[src/hdl/ftt_pkg.sv]
// shared types and constants of the flow table with timeouts
package ftt_pkg;

  localparam int unsigned AddrW   = 32;
  localparam int unsigned ProtoW  = 8;
  localparam int unsigned PktByteW = 16;
  localparam int unsigned BytesW  = 40;
  localparam int unsigned CountW  = 32;
  localparam int unsigned TimeW   = 32;
  localparam int unsigned LimitW  = 16;
  localparam int unsigned CfgIdxW = 3;
  localparam int unsigned CfgDataW = 32;

  localparam int unsigned MaxResults = 32;

  localparam logic [AddrW-1:0]  LocalAddrRst = 32'h0000_0000;
  localparam logic [AddrW-1:0]  AltAddrRst   = 32'hC0A8_2401;
  localparam logic [LimitW-1:0] IdleLimRst   = 16'd60;
  localparam logic [LimitW-1:0] ActLimRst    = 16'd300;
  localparam logic [LimitW-1:0] PeriodRst    = 16'd10;

  localparam logic [BytesW-1:0] BytesMax   = '1;
  localparam logic [CountW-1:0] PacketsMax = '1;

  typedef enum logic [CfgIdxW-1:0] {
    REG_LOCAL_ADDR = 3'd0,
    REG_ALT_ADDR   = 3'd1,
    REG_IDLE_LIM   = 3'd2,
    REG_ACT_LIM    = 3'd3,
    REG_PERIOD     = 3'd4
  } reg_idx_e;

  typedef enum logic {
    OP_PACKET = 1'b0,
    OP_TICK   = 1'b1
  } op_e;

  typedef enum logic {
    KIND_STATUS = 1'b0,
    KIND_EXPORT = 1'b1
  } kind_e;

  typedef enum logic [1:0] {
    ST_CREATED = 2'd0,
    ST_UPDATED = 2'd1,
    ST_SKIPPED = 2'd2,
    ST_FULL    = 2'd3
  } status_e;

  typedef enum logic {
    CAUSE_IDLE   = 1'b0,
    CAUSE_ACTIVE = 1'b1
  } cause_e;

  typedef enum logic [1:0] {
    S_IDLE,
    S_PKT,
    S_SWP,
    S_FLUSH
  } state_e;

  typedef struct packed {
    logic [AddrW-1:0]  home_addr;
    logic [AddrW-1:0]  alt_addr;
    logic [LimitW-1:0] idle_lim;
    logic [LimitW-1:0] act_lim;
    logic [LimitW-1:0] period;
  } cfg_t;

  typedef struct packed {
    logic [AddrW-1:0]  source;
    logic [AddrW-1:0]  dest;
    logic [ProtoW-1:0] proto;
    logic [BytesW-1:0] bytes;
    logic [CountW-1:0] packets;
    logic [TimeW-1:0]  start;
    logic [TimeW-1:0]  last;
  } entry_t;

  typedef struct packed {
    logic [AddrW-1:0]    source;
    logic [AddrW-1:0]    dest;
    logic [ProtoW-1:0]   proto;
    logic [PktByteW-1:0] bytes;
  } pkt_t;

  typedef struct packed {
    logic              kind;
    logic [1:0]        status;
    logic [AddrW-1:0]  source;
    logic [AddrW-1:0]  dest;
    logic [ProtoW-1:0] proto;
    logic [BytesW-1:0] bytes;
    logic [CountW-1:0] packets;
    logic [TimeW-1:0]  duration;
    logic              cause;
    logic              last;
  } rec_t;

endpackage

[src/hdl/ftt_cfg.sv]
// configuration register file of the flow table
module ftt_cfg (
  input  logic                     clk_i,
  input  logic                     rst_ni,
  input  logic                     cfg_we_i,
  input  logic [ftt_pkg::CfgIdxW-1:0]  cfg_idx_i,
  input  logic [ftt_pkg::CfgDataW-1:0] cfg_data_i,
  output ftt_pkg::cfg_t            cfg_o
);
  import ftt_pkg::*;

  cfg_t cfg_q, cfg_d;

  always_comb begin
    cfg_d = cfg_q;
    if (cfg_we_i) begin
      unique case (cfg_idx_i)
        REG_LOCAL_ADDR: cfg_d.home_addr = cfg_data_i;
        REG_ALT_ADDR:   cfg_d.alt_addr  = cfg_data_i;
        REG_IDLE_LIM:   cfg_d.idle_lim  = cfg_data_i[LimitW-1:0];
        REG_ACT_LIM:    cfg_d.act_lim   = cfg_data_i[LimitW-1:0];
        REG_PERIOD:     cfg_d.period    = cfg_data_i[LimitW-1:0];
        default:        cfg_d = cfg_q;
      endcase
    end
  end

  always_ff @(posedge clk_i or negedge rst_ni) begin
    if (!rst_ni) begin
      cfg_q.home_addr <= LocalAddrRst;
      cfg_q.alt_addr  <= AltAddrRst;
      cfg_q.idle_lim  <= IdleLimRst;
      cfg_q.act_lim   <= ActLimRst;
      cfg_q.period    <= PeriodRst;
    end else begin
      cfg_q <= cfg_d;
    end
  end

  assign cfg_o = cfg_q;

endmodule

[config.mk]
export PLATFORM = sky130hd
export DESIGN_NAME = ftt_cfg
export DESIGN_NICKNAME = d
export VERILOG_FILES = /design/src/hdl/ftt_pkg.sv /design/src/hdl/ftt_cfg.sv
export SDC_FILE = /design/constraint.sdc
export NUM_CORES = 1
export LEC_CHECK = 0
export ABC_AREA = 1
export ABC_CLOCK_PERIOD_IN_PS = 920
export BUFFER_PORTS_ARGS = -buffer_cell sky130_fd_sc_hd__buf_2
export CELL_PAD_IN_SITES_DETAIL_PLACEMENT = 1
export CELL_PAD_IN_SITES_GLOBAL_PLACEMENT = 2
export CORE_MARGIN = 4
export CORE_UTILIZATION = 29
export CTS_CLUSTER_SIZE = 25
export DETAILED_ROUTE_END_ITERATION = 16
export PLACE_DENSITY = 0.82
export SLEW_MARGIN = 20
export SYNTH_ARGS = -nofsm -noshare
export SYNTH_HDL_FRONTEND = slang
export SYNTH_SLANG_ARGS = --single-unit
export TNS_END_PERCENT = 5
[constraint.sdc]
create_clock -name clk_i -period 0.92 [get_ports clk_i]
set_input_delay 0.092 -clock clk_i [delete_from_list [all_inputs] [get_ports clk_i]]
set_output_delay 0.092 -clock clk_i [all_outputs]
set_load 0.03 [all_outputs]
* Word level (Yosys, flattened, before mapping)
Index checks and enable logic that the tools add are counted.
** Cells by class
- Multiplexer cells :: 0
- Div/mod/pow operators :: 0
- Reductions and logical operators :: 6
- Shift-type cells :: 0
- Magnitude comparators :: 0
- Add/subtract/negate cells :: 0
- Equality and inequality tests :: 4
- Bitwise gates (word level) :: 0
- Multipliers :: 0
** Operator list (count)
- $reduce_and A2 Y1 :: 5
- $eq A3 B2 Y1 const B :: 2
- $eq A3 B1 Y1 const B :: 1
- $eq A3 B3 Y1 const B :: 1
- $logic_not A3 Y1 :: 1
** Storage, ports and cells
- Output and inout bits :: 112
- Bits in writable memories :: 0
- ROM bits :: 0
- Bits of input ports :: 38
- Word-level logic and storage cells :: 15
- Bits in latches :: 0
- Memories :: 0
- Register bits :: 112

* Depth between registers and ports, before layout
Gate-level depths: netlist of the first run.
- Word-level depth :: 2
- Gate-level depth with buffers :: 7
- Mapped depth without buffers :: 5

* Least setup slack after synthesis of the first run
OpenSTA, ideal clock, no wires.
- Path kind :: input port to flip-flop
- Start :: input port cfg_we_i
- End :: register cfg_q (netlist bit cfg_o[100])
- Data arrival time :: 0.746 ns
- Slack :: 0.057 ns
- Buffers on the path :: 2
- Setup time :: 0.118 ns
- Data required time :: 0.802 ns
- Cell stages on the path :: 7
- Cell sequence :: inv_1 > nor2_4 > buf_4 > nand2_2 > buf_2 > nand2_1 > nand2_1
** On the way
- Longest elaborated chain between the ends :: 1
** RTL lines
- start, declared :: RTL line ftt_cfg.sv:5 : input logic cfg_we_i,
- $reduce_and A2 Y1 (no source line)
- end signal, assigned :: RTL line ftt_cfg.sv:36 : cfg_q <= cfg_d;
- end, declared :: RTL line ftt_cfg.sv:12 : cfg_t cfg_q, cfg_d;
Every way passes these cells.
A chain may end at the register's enable or synchronous reset.

* Worst setup path in the final report of the first run
- Start :: register cfg_q (netlist bit cfg_o[34])
- End :: output port cfg_o[34] (netlist name)
** RTL lines
- end, declared :: RTL line ftt_cfg.sv:8 : output ftt_pkg::cfg_t cfg_o
No word-level cell between the ends.

==> flow_summary.yaml, run 1 <==
layout:
  largest_reg_flops: 112
  area_growth_pct: 51.16
  final_nets: 707
  fin_cells: 886
  layout-drive-gt1-share: 0.3220
worst_setup_path:
  cp-start-kind: "flop"
  endpoint_kind: "output pin"
  r2r_setup_slack_ns: 0.17
  rr_worst_depth: 2
  worstPathArrival_ns: 1.05
  reg2reg_from: "cfg_o[34]$_DFFE_PN1P_"
  cp_top_family: "flip-flops"
  startpoint: "cfg_o[34]$_DFFE_PN1P_"
  required_ns: 0.83
  cpPeakStageDelay_ns: 0.56
  cp_cell_sequence: "buf_6"
  cp_slowest_cell: "dfstp_2"
  path_class: "reg -> out"
  crit_buf_inv: 1
  crit_fanout: 2
  r2r-end: "cfg_o[34]$_DFFE_PN1P_"
routing:
  routed_wl_mm: 15.65
  avgViaCountPerCell: 4.594
  routed-via-count: 4070
  dr.pass1.iters: 4
  wire_per_inst_um: 17.66
  dr.first_iter.drc_count: 309
  ant_nets: 0
  drc: 0
floorplan:
  rows: 45
  chipHeight_um: 133.0
  die_area_um2: 17680
  die_x_um: 133.0
  core_um2: 15260
  start_util: 0.2968
  io_pins: 150
cts:
  h-tree-depth: 3
  clock_path_buffers: 2
  cts_buffers: 9
  cts_num_sinks: 112
  cts-root-buf: "clkbuf_16"
  clkTransAtPathRegs_ns: 0.08
  cts_tree: "done"
  insertion_delay_ns: 0.34
status:
  failed_checks: "negative setup slack"
  status: "complete, but fails checks"
timing:
  fin_crit_sh: 1.241
  setup_tns_ns: -9.653
  drv_slew: 0
  hold_viol: 0
  grt_setup_unrepaired: "yes"
  relSlewSlack: 0.7916
  finalCriticalPeriod_ns: 1.142
  skew_ns: 0
  max_freq_mhz: 875.8
  setup_slack_ns: -0.2219
  setup_violations: 112
  worst_slew_pin_slew_ns: 0.3119
synth:
  synth_area_leaders: "dfrtp_1 52%, nand2_1 20%, nand3_1 11%"
  synth_top_cell_by_area: "dfrtp_1"
  syn_area_um2: 4529
  synthCells: 496
  yosysTopAreaCellShare: 0.5193
  syn-num-nets: 534
  ys_types: 14
  synth-seq-area-share: 0.6238
  synth_warnings: 0
  syn_area_per_cell_um2: 9.132
  ys_ff_latch: 112
worst_hold_path:
  worstHoldPathType: "in -> reg"
  holdPathStages: 3
  hold_end: "cfg_o[58]$_DFFE_PN1P_"
  min_from: "cfg_data_i[10]"
power:
  ir_drop_mv: 0.9877
  p_per_area_nw_per_um2: 2355
  p_leak_nw: 3.586
global_routing:
  grt_start_max_net_pins: 53
  first_global_vias: 4417
  grt-ovfl-total: 0
  gr-usage-met3: 0.03688
  met2_usage: 0.2867
  grt_usage: 0.1787
  busiest_layer: "met2"
  grt_pass1_wl_mm: 25.02
  antenna_found_initial: 1
  gr-usage-met1: 0.2384
placed_design:
  dp_cells: 852
  port_buffers: 149
  gp_congestion: 0.8022
  dp.final_hpwl_mm: 10.71
job:
  cap_viol_max_count: 0
[kinds of logic after synthesis]
| logic type | count (synthesis) | share of synthesized area |
|---|---|---|
| DFF | 112 | 0.6238 |
| and+or+nand+nor | 349 | 0.3279 |
| buffers and inverters | 35 | 0.04834 |
[cells in the mapped netlist]
cell,n
buf_1,2
buf_2,13
buf_4,9
buf_6,5
clkinv_1,1
dfrtp_1,94
dfstp_2,18
inv_1,3
inv_2,2
nand2_1,243
nand2_2,4
nand2_4,1
nand3_1,96
nor2_4,5
[placed cells by master, fill, tap and decap left out, drive strengths merged]
cell         count
nand2          248
buf            174
nand3           96
dfrtp           94
dfstp           18
dlygate4sd3     17
clkbuf          14
nor2             5
inv              5
clkinv           3
diode            1
[through the flow]
| step | utilization | instance area, um^2 | worst slack, ns | total power, mW | hold WS (ns) |
|---|---|---|---|---|---|
| detailed placement | 0.3733 | 5695 | -0.2017 | 11.09 | -0.06704 |
| finish | 0.4487 | 6847 | -0.2219 | 16.12 | 0.01415 |
| global route | 0.4487 | 6847 | -0.2429 | 16.93 | 0.007885 |
| floorplan | - | 4529 | 0.05677 | 9.306 | -0.2036 |
| CTS | 0.4485 | 6844 | -0.2327 | 16.31 | 0.003527 |
| global placement | 0.3733 | 5695 | -0.1607 | 10.98 | -0.06470 |
[how the worst max path moves through the flow]
stage / cells after the start / end / slack, ns
global route: 1 / cfg_o[34] / -0.24
floorplan: 7 / cfg_o[100]$_DFFE_PN0P_ / 0.06
finish: 1 / cfg_o[34] / -0.22
CTS: 1 / cfg_o[34] / -0.23
detailed placement: 6 / cfg_o[17]$_DFFE_PN0P_ / -0.20
global placement: 6 / cfg_o[16]$_DFFE_PN0P_ / -0.16
[cell type report]
type	count	area (um^2)
inverters	6	22.52
clock inverters	2	13.76
flip-flops and latches	112	2825
diodes	1	2.502
fillers	1728	8412
well taps	211	264.0
clock buffers	14	264.0
repair buffers	191	1969
multi-input cells	349	1485
[repair_timing]
action,in CTS,in global routing
buffers inserted,0,0
pin swaps,0,0
setup endpoints to repair,112,112
hold buffers,17,0
endpoints found under the hold margin,123,0
gates resized for setup,224,0
[where the power goes]
group	switching (mW)	total (mW)	internal, mW
registers	0.781	6.74	5.96
clock network	1.79	3.78	2.00
logic	3.28	5.60	2.32
[routing by layer]
metal	part of all wire	vias to the layer above
li1	-	1917
met1	0.45	2017
met2	0.48	111
met4	0.025	0
met3	0.044	25
met5	0	-
[worst register-to-register path, cell delays in order, from the launching register on]
cell and delay, ns:
dfstp_2 0.56, nand2_1 0.06, nand2_1 0.07
Power figures use the tool's default switching activity.
==> run 2: changes to the inputs <==
--- a/config.mk
+++ b/config.mk
@@ -5,13 +5,12 @@
 export SDC_FILE = /design/constraint.sdc
 export NUM_CORES = 1
 export LEC_CHECK = 0
-export ABC_AREA = 1
 export ABC_CLOCK_PERIOD_IN_PS = 920
 export BUFFER_PORTS_ARGS = -buffer_cell sky130_fd_sc_hd__buf_2
 export CELL_PAD_IN_SITES_DETAIL_PLACEMENT = 1
 export CELL_PAD_IN_SITES_GLOBAL_PLACEMENT = 2
 export CORE_MARGIN = 4
-export CORE_UTILIZATION = 29
+export CORE_UTILIZATION = 34
 export CTS_CLUSTER_SIZE = 25
 export DETAILED_ROUTE_END_ITERATION = 16
 export PLACE_DENSITY = 0.82
==> flow_summary.yaml, run 2 <==
layout:
  diodes: 0
  fin_cells: 589
  nFillCells: 1157
  area_growth_pct: 51.49
  layout-drive-gt1-share: 0.7245
  layout_commonest_cell: "buf_6"
  fin_area_um2: 6494
  final_nets: 454
  largest_reg_flops: 112
  final_cell_mix: "113 x buf_6, 106 x mux2_2, 94 x dfrtp_1"
routing:
  routed-via-count: 2760
  wire_per_inst_um: 19.34
  dr.pass1.iters: 4
  drc: 0
  dr.first_iter.drc_count: 76
  ant_nets: 0
  routed_wl_mm: 11.39
  avgViaCountPerCell: 4.686
synth:
  synth.most_common_cell: "mux2_2"
  syn-num-nets: 279
  ys_ff_latch: 112
  synth_area_leaders: "dfrtp_1 55%, mux2_2 28%, dfstp_2 11%"
  async_flop_share: 1.000
  yosys.area_share.simple: 0.01722
  synth-seq-area-share: 0.6591
  synth-xor-area-share: 0
  synth_compound_area_frac: 0
  synth_ff_type: "dfrtp_1"
  synth.mux.area_fraction: 0.2942
  ys_types: 12
  synth_top_family_by_area: "multiplexers"
  synthAdderAreaFrac: 0
  synthCells: 241
  syn_area_per_cell_um2: 17.79
  yosysTopAreaCellShare: 0.5487
  synthTopCellsByCount: "108 x mux2_2, 94 x dfrtp_1, 18 x dfstp_2"
  synth_top_cell_by_area: "dfrtp_1"
  synth-edff-count: 0
  synth_warnings: 0
  syn_area_um2: 4287
cts:
  cts-root-buf: "clkbuf_16"
  cts_buffers: 9
  post-cts-setup-buffers: 0
  h-tree-depth: 3
  cts_num_sinks: 112
  cts_tree: "done"
  clock_path_buffers: 2
  clkTransAtPathRegs_ns: 0.07
  insertion_delay_ns: 0.35
worst_setup_path:
  cp_cell_sequence: "buf_6"
  crit_buf_inv: 1
  cp-start-kind: "flop"
  crit_fanout: 2
  rr_worst_depth: 1
  worstPathArrival_ns: 1.04
  r2r-end: "cfg_o[70]$_DFFE_PN0P_"
  cpPeakStageDelay_ns: 0.55
  r2r_setup_slack_ns: 0.11
  endpoint_kind: "output pin"
  cp_slowest_cell: "dfstp_2"
  cp_top_family: "flip-flops"
  path_class: "reg -> out"
  required_ns: 0.83
  reg2reg_from: "cfg_o[70]$_DFFE_PN0P_"
power:
  ir_drop_mv: 1.217
  p_per_area_nw_per_um2: 2670
  fin_total_pwr_mw: 17.34
  p_leak_nw: 2.932
worst_hold_path:
  holdPathStages: 2
  hold_end: "cfg_o[54]$_DFFE_PN0P_"
  min_from: "cfg_data_i[6]"
  worstHoldPathType: "in -> reg"
timing:
  max_freq_mhz: 885.1
  skew_ns: 0
  setup_violations: 168
  grt_setup_unrepaired: "yes"
  finalCriticalPeriod_ns: 1.130
  worst_slew_pin_slew_ns: 0.3025
  fin_crit_sh: 1.228
  setup_slack_ns: -0.2098
  setup_tns_ns: -10.45
  drv_slew: 0
  hold_viol: 0
  relSlewSlack: 0.7975
floorplan:
  core_um2: 12160
  die_area_um2: 14470
  chipHeight_um: 120.3
  rows: 40
  start_util: 0.3525
  die_x_um: 120.3
  io_pins: 150
job:
  cap_viol_max_count: 0
placed_design:
  dpl-instance-area_um2: 5296
  pre_cts_slack_ns: -0.4598
  dp.final_hpwl_mm: 7.471
  gp_congestion: 0.7285
  port_buffers: 149
  dp_cells: 556
global_routing:
  antenna_found_initial: 0
  grt_start_max_net_pins: 53
  grt_usage: 0.1647
  grt_pass1_wl_mm: 18.31
  first_global_vias: 3223
  grt-ovfl-total: 0
status:
  status: "complete, but fails checks"
  failed_checks: "negative setup slack"
run 2: cell count changes in the layout (fill, tap and decap cells not counted), moves of 3 or more:
cell / before / now
nor2_4: 5 / 0
mux2_2: 0 / 106
buf_12: 13 / 7
nand3_1: 96 / 0
buf_4: 13 / 5
inv_1: 3 / 0
nand2_1: 243 / 0
nand2_2: 4 / 0
mux2_1: 0 / 4
run 2: worst max path at each step:
stage / slack (ns) / end / start / depth (start not counted)
floorplan: -0.22 / cfg_o[103]$_DFFE_PN0P_ / cfg_idx_i[0] / 3
global placement: -0.40 / cfg_o[65]$_DFFE_PN0P_ / cfg_idx_i[1] / 4
detailed placement: -0.46 / cfg_o[77]$_DFFE_PN0P_ / cfg_idx_i[1] / 4
CTS: -0.21 / cfg_o[34] / cfg_o[34]$_DFFE_PN1P_ / 1
global route: -0.25 / cfg_o[18] / cfg_o[18]$_DFFE_PN1P_ / 1
finish: -0.21 / cfg_o[18] / cfg_o[18]$_DFFE_PN1P_ / 1
run 2: metrics by stage:
| stage | hold slack [ns] | util |
|---|---|---|
| after floorplan | -0.2036 | - |
| after global placement | 0.08787 | 0.4355 |
| after detailed placement | 0.09527 | 0.4355 |
| after CTS | 0.007546 | 0.5328 |
| after global routing | 0.02716 | 0.5340 |
| final | 0.02029 | 0.5340 |
run 2: per-layer routing:
metal | part of all wire | GRT usage | routed length, um
met5 | 0 | 0 | 0
met1 | 0.37 | 0.1833 | 4251
met3 | 0.068 | 0.05332 | 770
met4 | 0.016 | 0.05382 | 178
met2 | 0.54 | 0.2975 | 6193
run 2: area by class of cell:
cell class                 instances  area, um^2  share of cell area
clock buffer                      13       270.3             0.04162
clock inverter                     3       40.04            0.006166
multi-input combinational        117        1358              0.2091
sequential                       112        2825              0.4351
tap                              168       210.2             0.03237
timing repair buffer             176        1790              0.2757
run 2: timing repair:
action                                  CTS  global route
resized for setup                       225             4
endpoints found under the setup margin  176           176
hold buffers                             17             0
pin swaps                                 1             2
endpoints found under the hold margin   131             0
cloned                                    0             0
run 2: kinds of logic after synthesis:
kind of cell           Yosys count
DFF                            112
buffers and inverters           12
muxes                          112
and+or+nand+nor                  5
run 2: report_power, final:
part           leakage, nW  internal [mW]  switching (mW)  total, mW
clock                0.156           2.33            1.69       4.02
sequential            1.32           6.15           0.832       6.98
combinational         1.46           3.00            3.33       6.33
total                 2.93           11.5            5.86       17.3
==> run 3: changes to the inputs <==
--- a/config.mk
+++ b/config.mk
@@ -5,15 +5,16 @@
 export SDC_FILE = /design/constraint.sdc
 export NUM_CORES = 1
 export LEC_CHECK = 0
-export ABC_CLOCK_PERIOD_IN_PS = 920
+export ABC_CLOCK_PERIOD_IN_PS = 1000
 export BUFFER_PORTS_ARGS = -buffer_cell sky130_fd_sc_hd__buf_2
 export CELL_PAD_IN_SITES_DETAIL_PLACEMENT = 1
 export CELL_PAD_IN_SITES_GLOBAL_PLACEMENT = 2
 export CORE_MARGIN = 4
-export CORE_UTILIZATION = 34
+export CORE_UTILIZATION = 31
 export CTS_CLUSTER_SIZE = 25
 export DETAILED_ROUTE_END_ITERATION = 16
-export PLACE_DENSITY = 0.82
+export GPL_TIMING_DRIVEN = 0
+export PLACE_DENSITY = 0.79
 export SLEW_MARGIN = 20
 export SYNTH_ARGS = -nofsm -noshare
 export SYNTH_HDL_FRONTEND = slang
==> constraint.sdc (replaced) <==
create_clock -name clk_i -period 1 [get_ports clk_i]
set_input_delay 0.1 -clock clk_i [delete_from_list [all_inputs] [get_ports clk_i]]
set_output_delay 0.1 -clock clk_i [all_outputs]
set_load 0.03 [all_outputs]
==> flow_summary.yaml, run 3 (same netlist as run 2, synthesis figures left out) <==
timing:
  setup_slack_ns: -0.1370
  drv_slew: 0
  finalCriticalPeriod_ns: 1.137
  worst_slew_pin_slew_ns: 0.4779
  timing.hold.ws_ns: -0.3077
  setup_violations: 52
  fin_crit_sh: 1.137
  relSlewSlack: 0.6801
  hold_viol: 40
  grt_setup_unrepaired: "yes"
  max_freq_mhz: 879.5
  skew_ns: 0
routing:
  ant_nets: 0
  drc: 0
  routed-via-count: 2702
  wirelength_met1_mm: 4.597
  wl_met2_mm: 5.785
  top_layer: "met4"
  routed_wl_mm: 11.28
  wire_per_inst_um: 18.86
  avgViaCountPerCell: 4.518
  route.met3.wl_um: 734
  dr.first_iter.drc_count: 51
  dr.pass1.iters: 3
layout:
  final_cell_mix: "120 x buf_6, 94 x dfrtp_1, 87 x mux2_2"
  area_growth_pct: 53.71
  layout-drive-gt1-share: 0.7299
  layout_commonest_cell: "buf_6"
  largest_reg_flops: 112
  final_nets: 455
  diodes: 0
cts:
  clkTransAtPathRegs_ns: 0.07
  cts-root-buf: "clkbuf_16"
  postCtsHoldBufs: 15
  cts_num_sinks: 112
  h-tree-depth: 3
  clock_path_buffers: 2
  cts_buffers: 9
  cts_tree: "done"
  insertion_delay_ns: 0.34
status:
  failed_checks: "negative hold slack, negative setup slack"
  status: "complete, but fails checks"
worst_setup_path:
  cp_cell_sequence: "buf_6"
  cp-start-kind: "flop"
  crit_buf_inv: 1
  crit_fanout: 2
  worstPathArrival_ns: 1.04
  endpoint_kind: "output pin"
  cpPeakStageDelay_ns: 0.56
  path_class: "reg -> out"
  cp_slowest_cell: "dfstp_2"
  cp_top_family: "flip-flops"
  required_ns: 0.90
power:
  pwr-share-seq: 0.405
  switching_share: 0.3385
  p_sw_mw: 5.369
  ir_drop_mv: 1.074
  p_leak_nw: 2.995
  clockPowerShare: 0.222
  p_comb_frac: 0.373
  p_int_mw: 10.49
  p_per_area_nw_per_um2: 2407
floorplan:
  core_um2: 13400
  die_area_um2: 15770
  start_util: 0.3199
  rows: 42
  io_pins: 150
  chipHeight_um: 125.6
  die_x_um: 125.6
placed_design:
  dp.final_hpwl_mm: 7.579
  pre_cts_slack_ns: -0.5132
  port_buffers: 149
  gp_congestion: 0.6754
worst_hold_path:
  worstHoldPathType: "in -> async"
global_routing:
  grt_start_max_net_pins: 64
  antenna_found_initial: 0
  grt-ovfl-total: 0
  grt_usage: 0.1438
  grt_pass1_wl_mm: 17.69
  first_global_vias: 3069
job:
  cap_viol_max_count: 0
## run 3: path summary, 6_finish.rpt
check                                       startpoint                endpoint  slack (ns)  depth (start not counted)
worst max-delay path             cfg_o[79]$_DFFE_PN1P_               cfg_o[79]       -0.14                          1
worst min-delay path                            rst_ni   cfg_o[16]$_DFFE_PN0P_       -0.31                          1
worst max register to register   cfg_o[53]$_DFFE_PN0P_   cfg_o[53]$_DFFE_PN0P_        0.17                          1
worst min register to register  cfg_o[107]$_DFFE_PN0P_  cfg_o[107]$_DFFE_PN0P_        0.52                          1
max in group asynchronous                       rst_ni   cfg_o[61]$_DFFE_PN1P_        0.60                          2
min in group clk_i                      cfg_data_i[29]  cfg_o[109]$_DFFE_PN0P_        0.01                          2
## run 3: per-layer routing
layer	GRT usage	up-vias
met5	0	-
met4	0.04847	0
met3	0.04733	14
met2	0.2426	86
met1	0.1732	1390
li1	-	1212
## run 3: area by class of cell
type                            count  area, um^2
Fill cell                        1296        6812
Sequential cell                   112        2825
Timing Repair Buffer              165        1649
Multi-Input combinational cell    117        1433
Clock buffer                       15       287.8
Tap cell                          176       220.2
Buffer                             12       165.2
Clock inverter                      1       8.758
## run 3: power by group through the flow
stage | clock [mW] | combinational [mW] | sequential [mW]
floorplan | 0 | 0.951 | 8.25
global placement | 0 | 4.49 | 6.15
detailed placement | 0 | 4.59 | 6.22
CTS | 3.65 | 5.91 | 6.41
global route | 3.85 | 6.17 | 6.56
finish | 3.52 | 5.92 | 6.42
## run 3: timing repair
| action | CTS | global route |
|---|---|---|
| pin swaps | 1 | 0 |
| setup buffers | 0 | 0 |
| endpoints found under the hold margin | 69 | 40 |
| endpoints found under the setup margin | 182 | 179 |
| resized for setup | 250 | 15 |
## run 3: per-stage QoR
stage | TNS [ns] | cell area [um^2] | power [mW] | util | cells
2_1_floorplan | -9.671 | 4287 | 9.197 | - | 241
3_3_place_gp | -189.53 | 5253 | 10.64 | 0.3920 | 566
3_5_place_dp | -43.38 | 5286 | 10.81 | 0.3945 | 567
4_1_cts | -4.898 | 6529 | 15.97 | 0.4872 | 598
5_1_grt | -6.895 | 6589 | 16.58 | 0.4917 | 598
6_report | -3.582 | 6589 | 15.86 | 0.4917 | 598
